==> config.mk <==
export PLATFORM = sky130hd
export DESIGN_NAME = radio_frame_checker_reassembler_unit_flat
export DESIGN_NICKNAME = d
export VERILOG_FILES = /design/src/sv/rfcr_pkg.sv /design/src/sv/rfcr_in_if.sv /design/src/sv/rfcr_out_if.sv /design/src/sv/rfcr_front.sv /design/src/sv/rfcr_frame_queue.sv /design/src/sv/rfcr_back.sv /design/src/sv/radio_frame_checker_reassembler_unit.sv /design/src/flat_wrapper.sv
export VERILOG_INCLUDE_DIRS = /design/src /design/src/sv
export SDC_FILE = /design/constraint.sdc
export NUM_CORES = 1
export LEC_CHECK = 0
export CORE_MARGIN = 3
export CORE_UTILIZATION = 50
export DETAILED_ROUTE_END_ITERATION = 8
export DONT_BUFFER_PORTS = 1
export SYNTH_ARGS = -nofsm -noshare
export SYNTH_HDL_FRONTEND = slang
export SYNTH_SLANG_ARGS = --single-unit
==> constraint.sdc <==
create_clock -name clk -period 16.42 [get_ports clk]
set_input_delay 3.284 -clock clk [delete_from_list [all_inputs] [get_ports clk]]
set_output_delay 3.284 -clock clk [all_outputs]
set_load 0.05 [all_outputs]
==> src/sv/radio_frame_checker_reassembler_unit_macros.svh <==
// Assertion macros for the radio frame checker and reassembler.
`ifndef RADIO_FRAME_CHECKER_REASSEMBLER_UNIT_MACROS_SVH
`define RADIO_FRAME_CHECKER_REASSEMBLER_UNIT_MACROS_SVH

`ifndef SYNTHESIS

// Same-cycle implication, sampled on clk and masked during reset.
`define RFCR_ASSERT_IMPL(name, ante, cons) \
	name: assert property (@(posedge clk) disable iff (!arst_n) (ante) |-> (cons)) \
	else $error("%m: assertion failed");

// Next-cycle implication, sampled on clk and masked during reset.
`define RFCR_ASSERT_NEXT(name, ante, cons) \
	name: assert property (@(posedge clk) disable iff (!arst_n) (ante) |=> (cons)) \
	else $error("%m: assertion failed");

`else

`define RFCR_ASSERT_IMPL(name, ante, cons)
`define RFCR_ASSERT_NEXT(name, ante, cons)

`endif

`endif

==> src/sv/rfcr_pkg.sv <==
// Shared constants, codes and types of the radio frame checker and reassembler.
package rfcr_pkg;

	localparam int FRAME_BYTES   = 19;
	localparam int PAYLOAD_BYTES = 14;
	localparam int HEADER_BYTES  = 1;
	localparam int MESSAGE_BYTES = 256;
	localparam int CHECK_BYTES   = 4;

	// Bytes between the header and the trailing check word.
	localparam int BODY_BYTES     = FRAME_BYTES - HEADER_BYTES - CHECK_BYTES;
	localparam int BODY_BITS      = BODY_BYTES * 8;
	localparam int STORE_BYTES    = HEADER_BYTES + BODY_BYTES;
	localparam int LAST_LEN_LIMIT = FRAME_BYTES - HEADER_BYTES - CHECK_BYTES;

	localparam int POS_W = $clog2(FRAME_BYTES);
	localparam int CNT_W = (PAYLOAD_BYTES > 1) ? $clog2(PAYLOAD_BYTES) : 1;
	localparam int MSG_W = 8;

	localparam logic [POS_W-1:0] POS_LAST = POS_W'(FRAME_BYTES - 1);
	localparam logic [CNT_W-1:0] CNT_LAST = CNT_W'(PAYLOAD_BYTES - 1);
	localparam logic [MSG_W-1:0] MSG_LAST = MSG_W'(MESSAGE_BYTES - 1);

	localparam int QUEUE_DEPTH = 2;
	localparam int QPTR_W      = (QUEUE_DEPTH > 1) ? $clog2(QUEUE_DEPTH) : 1;
	localparam int QCNT_W      = $clog2(QUEUE_DEPTH + 1);

	typedef enum logic [1:0] {
		ST_CONTROL   = 2'd0,
		ST_COMPLETE  = 2'd1,
		ST_CONTINUE  = 2'd2,
		ST_CHECK_ERR = 2'd3
	} frame_status_t;

	// One received frame as handed from the front to the back.
	typedef struct packed {
		logic [7:0]           header;
		logic [BODY_BITS-1:0] body;
		logic                 chk_ok;
	} frame_t;

	typedef struct packed {
		logic full;
		logic empty;
	} q_stat_t;

endpackage

==> src/sv/rfcr_in_if.sv <==
// Byte input channel: valid, ready and one received byte.
interface rfcr_in_if;
	logic       valid;
	logic       ready;
	logic [7:0] rx_byte;
	logic       frame_start;

	modport source (output valid, output rx_byte, output frame_start, input ready);
	modport sink (input valid, input rx_byte, input frame_start, output ready);
endinterface

==> src/sv/rfcr_out_if.sv <==
// Result output channel: valid, ready and one result item.
interface rfcr_out_if;
	logic        valid;
	logic        ready;
	logic [1:0]  status;
	logic [7:0]  header_byte;
	logic [15:0] speed;
	logic [31:0] yaw_bits;
	logic [31:0] pitch_bits;
	logic [31:0] roll_bits;
	logic [7:0]  cmd_byte;
	logic [7:0]  cmd_index;
	logic [7:0]  message_length;
	logic        last;

	modport source (
		output valid, output status, output header_byte, output speed,
		output yaw_bits, output pitch_bits, output roll_bits, output cmd_byte,
		output cmd_index, output message_length, output last, input ready
	);
	modport sink (
		input valid, input status, input header_byte, input speed,
		input yaw_bits, input pitch_bits, input roll_bits, input cmd_byte,
		input cmd_index, input message_length, input last, output ready
	);
endinterface

==> src/sv/rfcr_front.sv <==
// Front end: gathers frame bytes, runs the XOR check and queues whole frames.
module rfcr_front (
	input  logic             clk,
	input  logic             arst_n,
	rfcr_in_if.sink          rx_ch,
	input  rfcr_pkg::q_stat_t q_stat,
	output logic             push,
	output rfcr_pkg::frame_t push_frame
);
	import rfcr_pkg::*;

	logic [POS_W-1:0] pos_q;
	logic [POS_W-1:0] pos_cur;
	logic [POS_W-1:0] pos_p1;
	logic [7:0]       store_q [STORE_BYTES];
	logic [31:0]      acc_q;
	logic [31:0]      acc_cur;
	logic [31:0]      contrib;
	logic [1:0]       lane;
	logic             accept;
	logic             at_end;

	// Stall only the closing byte of a frame, and only while the queue is full.
	assign rx_ch.ready = !(q_stat.full && (pos_q == POS_LAST));
	assign accept      = rx_ch.valid && rx_ch.ready;

	assign pos_cur = rx_ch.frame_start ? '0 : pos_q;
	assign pos_p1  = pos_cur + POS_W'(1);
	assign at_end  = (pos_cur == POS_LAST);

	// Byte lane of the running check word; the check bytes fold in too, so
	// a good frame leaves the accumulator at zero.
	always_comb begin
		if (pos_cur == POS_W'(1)) begin
			lane = 2'd1;
		end else if (pos_cur == POS_W'(0) || pos_cur == POS_W'(2)) begin
			lane = 2'd0;
		end else begin
			lane = ~pos_p1[1:0];
		end
		contrib = 32'(rx_ch.rx_byte) << {lane, 3'b000};
		acc_cur = ((pos_cur == '0) ? 32'd0 : acc_q) ^ contrib;
	end

	// Frame handed to the queue together with the closing byte.
	always_comb begin
		push              = accept && at_end;
		push_frame.header = store_q[0];
		push_frame.chk_ok = (acc_cur == 32'd0);
		for (int i = 0; i < BODY_BYTES; i++) begin
			push_frame.body[(BODY_BYTES-1-i)*8 +: 8] = store_q[HEADER_BYTES+i];
		end
	end

	// Byte position and check accumulator.
	always_ff @(posedge clk or negedge arst_n) begin
		if (!arst_n) begin
			pos_q <= '0;
			acc_q <= '0;
		end else if (accept) begin
			pos_q <= at_end ? '0 : pos_p1;
			acc_q <= acc_cur;
		end
	end

	// Header and body bytes of the frame being gathered.
	always_ff @(posedge clk) begin
		for (int i = 0; i < STORE_BYTES; i++) begin
			if (accept && pos_cur == POS_W'(i)) begin
				store_q[i] <= rx_ch.rx_byte;
			end
		end
	end

endmodule

==> src/sv/rfcr_frame_queue.sv <==
// Short frame queue between the front end and the result sequencer.
module rfcr_frame_queue (
	input  logic              clk,
	input  logic              arst_n,
	input  logic              push,
	input  rfcr_pkg::frame_t  push_frame,
	input  logic              pop,
	output rfcr_pkg::frame_t  head,
	output rfcr_pkg::q_stat_t stat
);
	import rfcr_pkg::*;

	frame_t              entry_q [QUEUE_DEPTH];
	logic [QPTR_W-1:0]   wr_ptr_q;
	logic [QPTR_W-1:0]   rd_ptr_q;
	logic [QCNT_W-1:0]   count_q;

	assign head       = entry_q[rd_ptr_q];
	assign stat.full  = (count_q == QCNT_W'(QUEUE_DEPTH));
	assign stat.empty = (count_q == '0);

	// Pointers and fill count.
	always_ff @(posedge clk or negedge arst_n) begin
		if (!arst_n) begin
			wr_ptr_q <= '0;
			rd_ptr_q <= '0;
			count_q  <= '0;
		end else begin
			if (push) begin
				wr_ptr_q <= (wr_ptr_q == QPTR_W'(QUEUE_DEPTH - 1)) ? '0 : wr_ptr_q + QPTR_W'(1);
			end
			if (pop) begin
				rd_ptr_q <= (rd_ptr_q == QPTR_W'(QUEUE_DEPTH - 1)) ? '0 : rd_ptr_q + QPTR_W'(1);
			end
			if (push && !pop) begin
				count_q <= count_q + QCNT_W'(1);
			end else if (pop && !push) begin
				count_q <= count_q - QCNT_W'(1);
			end
		end
	end

	// Entry storage.
	always_ff @(posedge clk) begin
		if (push) begin
			entry_q[wr_ptr_q] <= push_frame;
		end
	end

endmodule

==> src/sv/rfcr_back.sv <==
// Back end: turns each queued frame into its result transfers.
module rfcr_back (
	input  logic              clk,
	input  logic              arst_n,
	input  rfcr_pkg::frame_t  head,
	input  rfcr_pkg::q_stat_t q_stat,
	output logic              pop,
	rfcr_out_if.source        res_ch
);
	import rfcr_pkg::*;

	frame_t           cur_q;
	logic             cur_valid_q;
	logic [CNT_W-1:0] cnt_q;
	logic [MSG_W-1:0] msg_pos_q;
	logic [7:0]       exp_len_q;

	logic             out_valid_q;
	logic [1:0]       status_q;
	logic [7:0]       header_q;
	logic [15:0]      speed_q;
	logic [31:0]      yaw_q;
	logic [31:0]      pitch_q;
	logic [31:0]      roll_q;
	logic [7:0]       cmd_byte_q;
	logic [7:0]       cmd_index_q;
	logic [7:0]       msg_len_q;
	logic             last_q;

	logic             step;
	logic             is_ctrl;
	logic             is_data;
	logic             done_msg;
	logic             final_res;
	logic [7:0]       exp_eff;
	logic [MSG_W-1:0] msg_pos_inc;
	frame_status_t    status_n;

	assign pop  = !cur_valid_q && !q_stat.empty;
	assign step = cur_valid_q && (!out_valid_q || res_ch.ready);

	// Classify the frame in hand and form the next result.
	always_comb begin
		is_ctrl     = cur_q.chk_ok && (cur_q.header == 8'd0);
		is_data     = cur_q.chk_ok && (cur_q.header != 8'd0);
		done_msg    = (cur_q.header <= 8'(LAST_LEN_LIMIT));
		final_res   = !is_data || (cnt_q == CNT_LAST);
		exp_eff     = (exp_len_q == 8'd0) ? cur_q.header : exp_len_q;
		msg_pos_inc = (msg_pos_q == MSG_LAST) ? '0 : msg_pos_q + MSG_W'(1);
		if (!cur_q.chk_ok) begin
			status_n = ST_CHECK_ERR;
		end else if (is_ctrl) begin
			status_n = ST_CONTROL;
		end else if (done_msg) begin
			status_n = ST_COMPLETE;
		end else begin
			status_n = ST_CONTINUE;
		end
	end

	// Sequencer and message state.
	always_ff @(posedge clk or negedge arst_n) begin
		if (!arst_n) begin
			cur_valid_q <= 1'b0;
			cnt_q       <= '0;
			msg_pos_q   <= '0;
			exp_len_q   <= '0;
			out_valid_q <= 1'b0;
		end else begin
			if (pop) begin
				cur_valid_q <= 1'b1;
				cnt_q       <= '0;
			end else if (step) begin
				if (final_res) begin
					cur_valid_q <= 1'b0;
				end
				cnt_q <= cnt_q + CNT_W'(1);
				if (!cur_q.chk_ok) begin
					msg_pos_q <= '0;
				end else if (is_data) begin
					if (final_res && done_msg) begin
						msg_pos_q <= '0;
						exp_len_q <= '0;
					end else begin
						msg_pos_q <= msg_pos_inc;
						exp_len_q <= exp_eff;
					end
				end
			end
			if (step) begin
				out_valid_q <= 1'b1;
			end else if (res_ch.ready) begin
				out_valid_q <= 1'b0;
			end
		end
	end

	// Frame in hand and output register; the body shifts one payload byte per result.
	always_ff @(posedge clk) begin
		if (pop) begin
			cur_q <= head;
		end else if (step) begin
			cur_q.body <= cur_q.body << 8;
		end
		if (step) begin
			status_q    <= status_n;
			header_q    <= cur_q.header;
			speed_q     <= is_ctrl ? cur_q.body[BODY_BITS-1 -: 16] : 16'd0;
			yaw_q       <= is_ctrl ? cur_q.body[BODY_BITS-17 -: 32] : 32'd0;
			pitch_q     <= is_ctrl ? cur_q.body[BODY_BITS-49 -: 32] : 32'd0;
			roll_q      <= is_ctrl ? cur_q.body[BODY_BITS-81 -: 32] : 32'd0;
			cmd_byte_q  <= is_data ? cur_q.body[BODY_BITS-1 -: 8] : 8'd0;
			cmd_index_q <= is_data ? 8'(msg_pos_q) : 8'd0;
			msg_len_q   <= (is_data && done_msg) ? exp_eff : 8'd0;
			last_q      <= final_res;
		end
	end

	assign res_ch.valid          = out_valid_q;
	assign res_ch.status         = status_q;
	assign res_ch.header_byte    = header_q;
	assign res_ch.speed          = speed_q;
	assign res_ch.yaw_bits       = yaw_q;
	assign res_ch.pitch_bits     = pitch_q;
	assign res_ch.roll_bits      = roll_q;
	assign res_ch.cmd_byte       = cmd_byte_q;
	assign res_ch.cmd_index      = cmd_index_q;
	assign res_ch.message_length = msg_len_q;
	assign res_ch.last           = last_q;

endmodule

==> src/sv/radio_frame_checker_reassembler_unit.sv <==
// A frame's first result is offered once it has passed the queue and the frame and output
// registers. Throughput: one byte per cycle while ready is high; a frame gives 1 result,
// or 14 for a data frame; at full output rate 19-byte frames never back up the queue.
// Input stalls only on a closing byte while both queue entries are taken.
// Reset (arst_n low, asynchronous) clears the frame position, queue, message
// position and expected length; frame byte storage is not reset.
`include "radio_frame_checker_reassembler_unit_macros.svh"

module radio_frame_checker_reassembler_unit (
	input logic        clk,
	input logic        arst_n,
	rfcr_in_if.sink    rx_ch,
	rfcr_out_if.source res_ch
);
	import rfcr_pkg::*;

	logic    push;
	logic    pop;
	frame_t  push_frame;
	frame_t  head;
	q_stat_t q_stat;

	// Byte gathering and checksum.
	rfcr_front u_front (
		.clk        (clk),
		.arst_n     (arst_n),
		.rx_ch      (rx_ch),
		.q_stat     (q_stat),
		.push       (push),
		.push_frame (push_frame)
	);

	// Frame queue.
	rfcr_frame_queue u_queue (
		.clk        (clk),
		.arst_n     (arst_n),
		.push       (push),
		.push_frame (push_frame),
		.pop        (pop),
		.head       (head),
		.stat       (q_stat)
	);

	// Result sequencing.
	rfcr_back u_back (
		.clk    (clk),
		.arst_n (arst_n),
		.head   (head),
		.q_stat (q_stat),
		.pop    (pop),
		.res_ch (res_ch)
	);

	// A finished frame is never offered to a full queue.
	`RFCR_ASSERT_IMPL(a_no_push_when_full, push, !q_stat.full)
	// The input stalls only because the queue is full.
	`RFCR_ASSERT_IMPL(a_stall_means_full, !rx_ch.ready, q_stat.full)
	// A queued frame is still held in the cycle after it is pushed.
	`RFCR_ASSERT_NEXT(a_push_fills_queue, push, !q_stat.empty)
	// A checksum error is always a single, final result.
	`RFCR_ASSERT_IMPL(a_err_is_last, res_ch.valid && res_ch.status == ST_CHECK_ERR, res_ch.last)

endmodule

==> src/flat_wrapper.sv <==
// flat-port wrapper written by rule: the top's interface ports become plain ports
module radio_frame_checker_reassembler_unit_flat import rfcr_pkg::*;
  (clk, arst_n, rx_ch_valid, rx_ch_rx_byte, rx_ch_frame_start, rx_ch_ready, res_ch_valid, res_ch_status, res_ch_header_byte, res_ch_speed, res_ch_yaw_bits, res_ch_pitch_bits, res_ch_roll_bits, res_ch_cmd_byte, res_ch_cmd_index, res_ch_message_length, res_ch_last, res_ch_ready);
  rfcr_in_if rx_ch_i ();
  rfcr_out_if res_ch_i ();
  input logic clk;
  input logic arst_n;
  input wire logic [$bits(rx_ch_i.valid)-1:0] rx_ch_valid;
  input wire logic [$bits(rx_ch_i.rx_byte)-1:0] rx_ch_rx_byte;
  input wire logic [$bits(rx_ch_i.frame_start)-1:0] rx_ch_frame_start;
  output wire logic [$bits(rx_ch_i.ready)-1:0] rx_ch_ready;
  output wire logic [$bits(res_ch_i.valid)-1:0] res_ch_valid;
  output wire logic [$bits(res_ch_i.status)-1:0] res_ch_status;
  output wire logic [$bits(res_ch_i.header_byte)-1:0] res_ch_header_byte;
  output wire logic [$bits(res_ch_i.speed)-1:0] res_ch_speed;
  output wire logic [$bits(res_ch_i.yaw_bits)-1:0] res_ch_yaw_bits;
  output wire logic [$bits(res_ch_i.pitch_bits)-1:0] res_ch_pitch_bits;
  output wire logic [$bits(res_ch_i.roll_bits)-1:0] res_ch_roll_bits;
  output wire logic [$bits(res_ch_i.cmd_byte)-1:0] res_ch_cmd_byte;
  output wire logic [$bits(res_ch_i.cmd_index)-1:0] res_ch_cmd_index;
  output wire logic [$bits(res_ch_i.message_length)-1:0] res_ch_message_length;
  output wire logic [$bits(res_ch_i.last)-1:0] res_ch_last;
  input wire logic [$bits(res_ch_i.ready)-1:0] res_ch_ready;
  assign rx_ch_i.valid = rx_ch_valid;
  assign rx_ch_i.rx_byte = rx_ch_rx_byte;
  assign rx_ch_i.frame_start = rx_ch_frame_start;
  assign rx_ch_ready = rx_ch_i.ready;
  assign res_ch_valid = res_ch_i.valid;
  assign res_ch_status = res_ch_i.status;
  assign res_ch_header_byte = res_ch_i.header_byte;
  assign res_ch_speed = res_ch_i.speed;
  assign res_ch_yaw_bits = res_ch_i.yaw_bits;
  assign res_ch_pitch_bits = res_ch_i.pitch_bits;
  assign res_ch_roll_bits = res_ch_i.roll_bits;
  assign res_ch_cmd_byte = res_ch_i.cmd_byte;
  assign res_ch_cmd_index = res_ch_i.cmd_index;
  assign res_ch_message_length = res_ch_i.message_length;
  assign res_ch_last = res_ch_i.last;
  assign res_ch_i.ready = res_ch_ready;
  radio_frame_checker_reassembler_unit u_core (.clk(clk), .arst_n(arst_n), .rx_ch(rx_ch_i), .res_ch(res_ch_i));
endmodule
==> metrics <==
Cell Count, Final, Fillers Out=2418; GPL Wtd Cong=0.8174; Synth Cell Area=0.02650 mm2; Rel. slew slack=24.95%; type of origin of the critical path=primary input; Pre-Repair DR Iteration Count=7; HP Class=reg -> reg; fraction of layout cells with a size suffix above 1=8.703%; arrival time worst endpoint=6470 ps; RSZ-0062 raised after global routing=false; global-route wire length before repair=82010 um; setup bufs post-CTS=0; Post-synth EDFFs=630; Layout Nets=1703; initial antenna violation count=1; power per cell area=183.0 mW/mm2; final hold viol count=0; num ports=162; Die Wd=236.2 um; Distinct cells, synth=68; reg-to-reg startpoint=u_core.u_front.pos_q[2]$_DFFE_PN0P_; Mapped Cells=1691; CP startpoint=rx_ch_frame_start; Synth top area share=71.39%; routed len/inst=22.18 um; status=finished, final reports clean; max_cap viols=0; Layout Utilization=56.44%; P&R area growth vs syn=10.59%; sinks on the clock net=693; clk_skew=24.47 ps; Initial DRC Count=1233; clock slew at reported path FFs=60 ps; post-DP HPWL=30660 um; syn nets=1712; FMAX=163.0 MHz; number of remaining DRC errors=0; largest net degree at the start of global routing=114; data required time of the critical path=16760 ps; # setup viols final=0; Hold Startpoint=u_core.u_front.store_q[0][42]$_DFFE_PP_; Peak VDD IR=0.0001053 V; synth top area cells=edfxtp_1 (71%), dfrtp_1 (5.9%), mux2i_1 (4.2%), o21ai_0 (2.9%), and3_1 (2.9%); die area=0.05580 mm2; Worst-Skew Late Latency=590 ps; fin crit share=37.35%; YS warnings=0; static leakage power=0.01073 uW; post-route ant nets=0; Port Buffers=0; Slew @ Worst Pin=1126 ps; Initial Utilization=51.04%; critical path class=in -> reg; Avg Cell Area, Syn=15.67 um2; Worst setup EP type=register; CTS tree=done; setup tns final=0 ps; asr flop ratio synth=9.091%; #FFs+latches synth=693; final hold slack=435.5 ps; Inserted Clock Buffers=71; H-Tree Depth=3; post-cts gate resize count=0; Clock Tree Root=clkbuf_16; vias per cell=5.687; chip height=236.2 um; via count=13750; post-route minimum period=6133 ps; CORE AREA=0.05192 mm2; maximum clock path buffer count=3; total global routing track utilization=19.06%; dpl cells=2289; final wirelength=53640 um; Final Max Tran Viols=0; Critical Path Fanout Max=22; Seq/Total Area, Yosys=77.34%; Site Rows=83; vias in the first global route=13560; dominant cell type by area after synthesis=edfxtp_1; most common cell in the netlist=edfxtp_1; GRT overflow=0; Commonest cells post-synth=edfxtp_1 (630), nand2_1 (164), o21ai_0 (156); Main synth FF type=edfxtp_1; CTS Hold Bufs=0
==> state kept, by name, summed over array words and instances, names as in the netlist, 2 cells and up <==
register,cells
u_core.u_front.store_q,120
u_core.u_back.cur_q,121
u_core.u_back.res_ch.header_byte,8
u_core.u_back.res_ch.roll_bits,32
u_core.u_back.res_ch.cmd_index,8
u_core.u_front.pos_q,5
u_core.u_back.res_ch.speed,16
u_core.u_front.acc_q,32
u_core.u_back.res_ch.status,2
u_core.u_back.res_ch.cmd_byte,8
u_core.u_back.res_ch.yaw_bits,32
u_core.u_back.exp_len_q,8
u_core.u_back.res_ch.pitch_bits,32
u_core.u_back.res_ch.message_length,8
u_core.u_queue.entry_q,242
u_core.u_back.msg_pos_q,8
u_core.u_back.cnt_q,4
u_core.u_queue.count_q,2
==> layout by cell type (no fill, tap or decap), types with 4 or more instances in the layout <==
cell type and instances:
a311oi_1 7, nor2_1 70, mux2_2 10, buf_4 16, and2_1 29, dfrtp_1 62
nand2_1 163, clkinv_1 18, o32ai_1 4, clkbuf_16 71, o31ai_1 8, ha_1 8
nand2b_1 9, o21ai_0 156, bufinv_16 8, a21oi_1 39, nor3_1 7, a22oi_1 21
nand4_1 5, inv_6 4, xor2_1 10, o22ai_1 18, edfxtp_1 630, xnor2_1 9
nand4b_1 4, clkinv_2 11, and3_1 122, or4_1 4, inv_1 11, mux2i_1 112
clkbuf_1 11, nand3_1 18
==> metal layers <==
layer | share of wire, % | up-vias | global-route usage, %
met1 | 46 | 6965 | 26.83
met3 | 4.6 | 64 | 3.648
li1 | - | 6394 | -
met5 | 0 | - | 0
met2 | 48 | 327 | 30.54
met4 | 1.8 | 0 | 5.717
==> path summary, 6_finish.rpt <==
| path | endpoint | slack, ps | cells past startpoint |
|---|---|---|---|
| worst max-delay path | u_core.u_queue.entry_q[0][0]$_DFFE_PP_ | 10290 | 9 |
| worst min-delay path | u_core.u_queue.entry_q[0][75]$_DFFE_PP_ | 440 | 0 |
| worst max register to register | u_core.u_queue.entry_q[0][33]$_DFFE_PP_ | 12210 | 9 |
| worst min register to register | u_core.u_queue.entry_q[0][75]$_DFFE_PP_ | 440 | 0 |
| max in group asynchronous | u_core.u_back.msg_pos_q[5]$_DFFE_PN0P_ | 13910 | 0 |
| min in group asynchronous | u_core.u_front.acc_q[11]$_DFFE_PN0P_ | 2390 | 0 |
==> kinds of logic after synthesis <==
logic type / after synthesis / synth area share, %
AO/OA/AOI/OAI: 277 / 6.223
XOR/XNOR: 19 / 0.6280
adder cells (fa/ha/maj): 8 / 0.3777
buffers and inverters: 111 / 1.936
flip-flops: 693 / 77.34
multiplexers: 122 / 4.655
AND/OR/NAND/NOR: 461 / 8.843
==> worst max-delay path: stages <==
cell and delay (ps):
nor2b_4 250, inv_2 150, ha_1 280, or4b_4 570
a21oi_2 710, o21ai_0 210, a222oi_1 390, nand4b_1 150
nor4bb_1 460
==> per-stage QoR <==
stage	power, uW	setup slack (ps)	cell area [um2]
floorplan	3559	6387	26500
global placement	3831	9841	27050
detailed placement	3847	9717	27050
CTS	5424	10350	29300
global route	5621	10040	29300
finish	5362	10290	29310
==> power breakdown <==
group / total (uW) / switching (uW) / internal [uW] / leakage [uW]
clock network: 1570 / 645 / 921 / 0.00110
registers: 3000 / 603 / 2400 / 0.00677
logic: 796 / 544 / 253 / 0.00285
total: 5360 / 1790 / 3570 / 0.0107
==> area by class of cell <==
cell class / instances / area (um2)
Antenna cell: 3 / 7.507
Clock buffer: 82 / 1818
Clock inverter: 44 / 436.7
Fill cell: 4092 / 22620
Inverter: 13 / 53.80
Multi-Input combinational cell: 887 / 5523
Sequential cell: 693 / 20500
Tap cell: 680 / 850.8
Timing Repair Buffer: 16 / 120.1
Note: power is estimated with default switching activity, not from simulation.
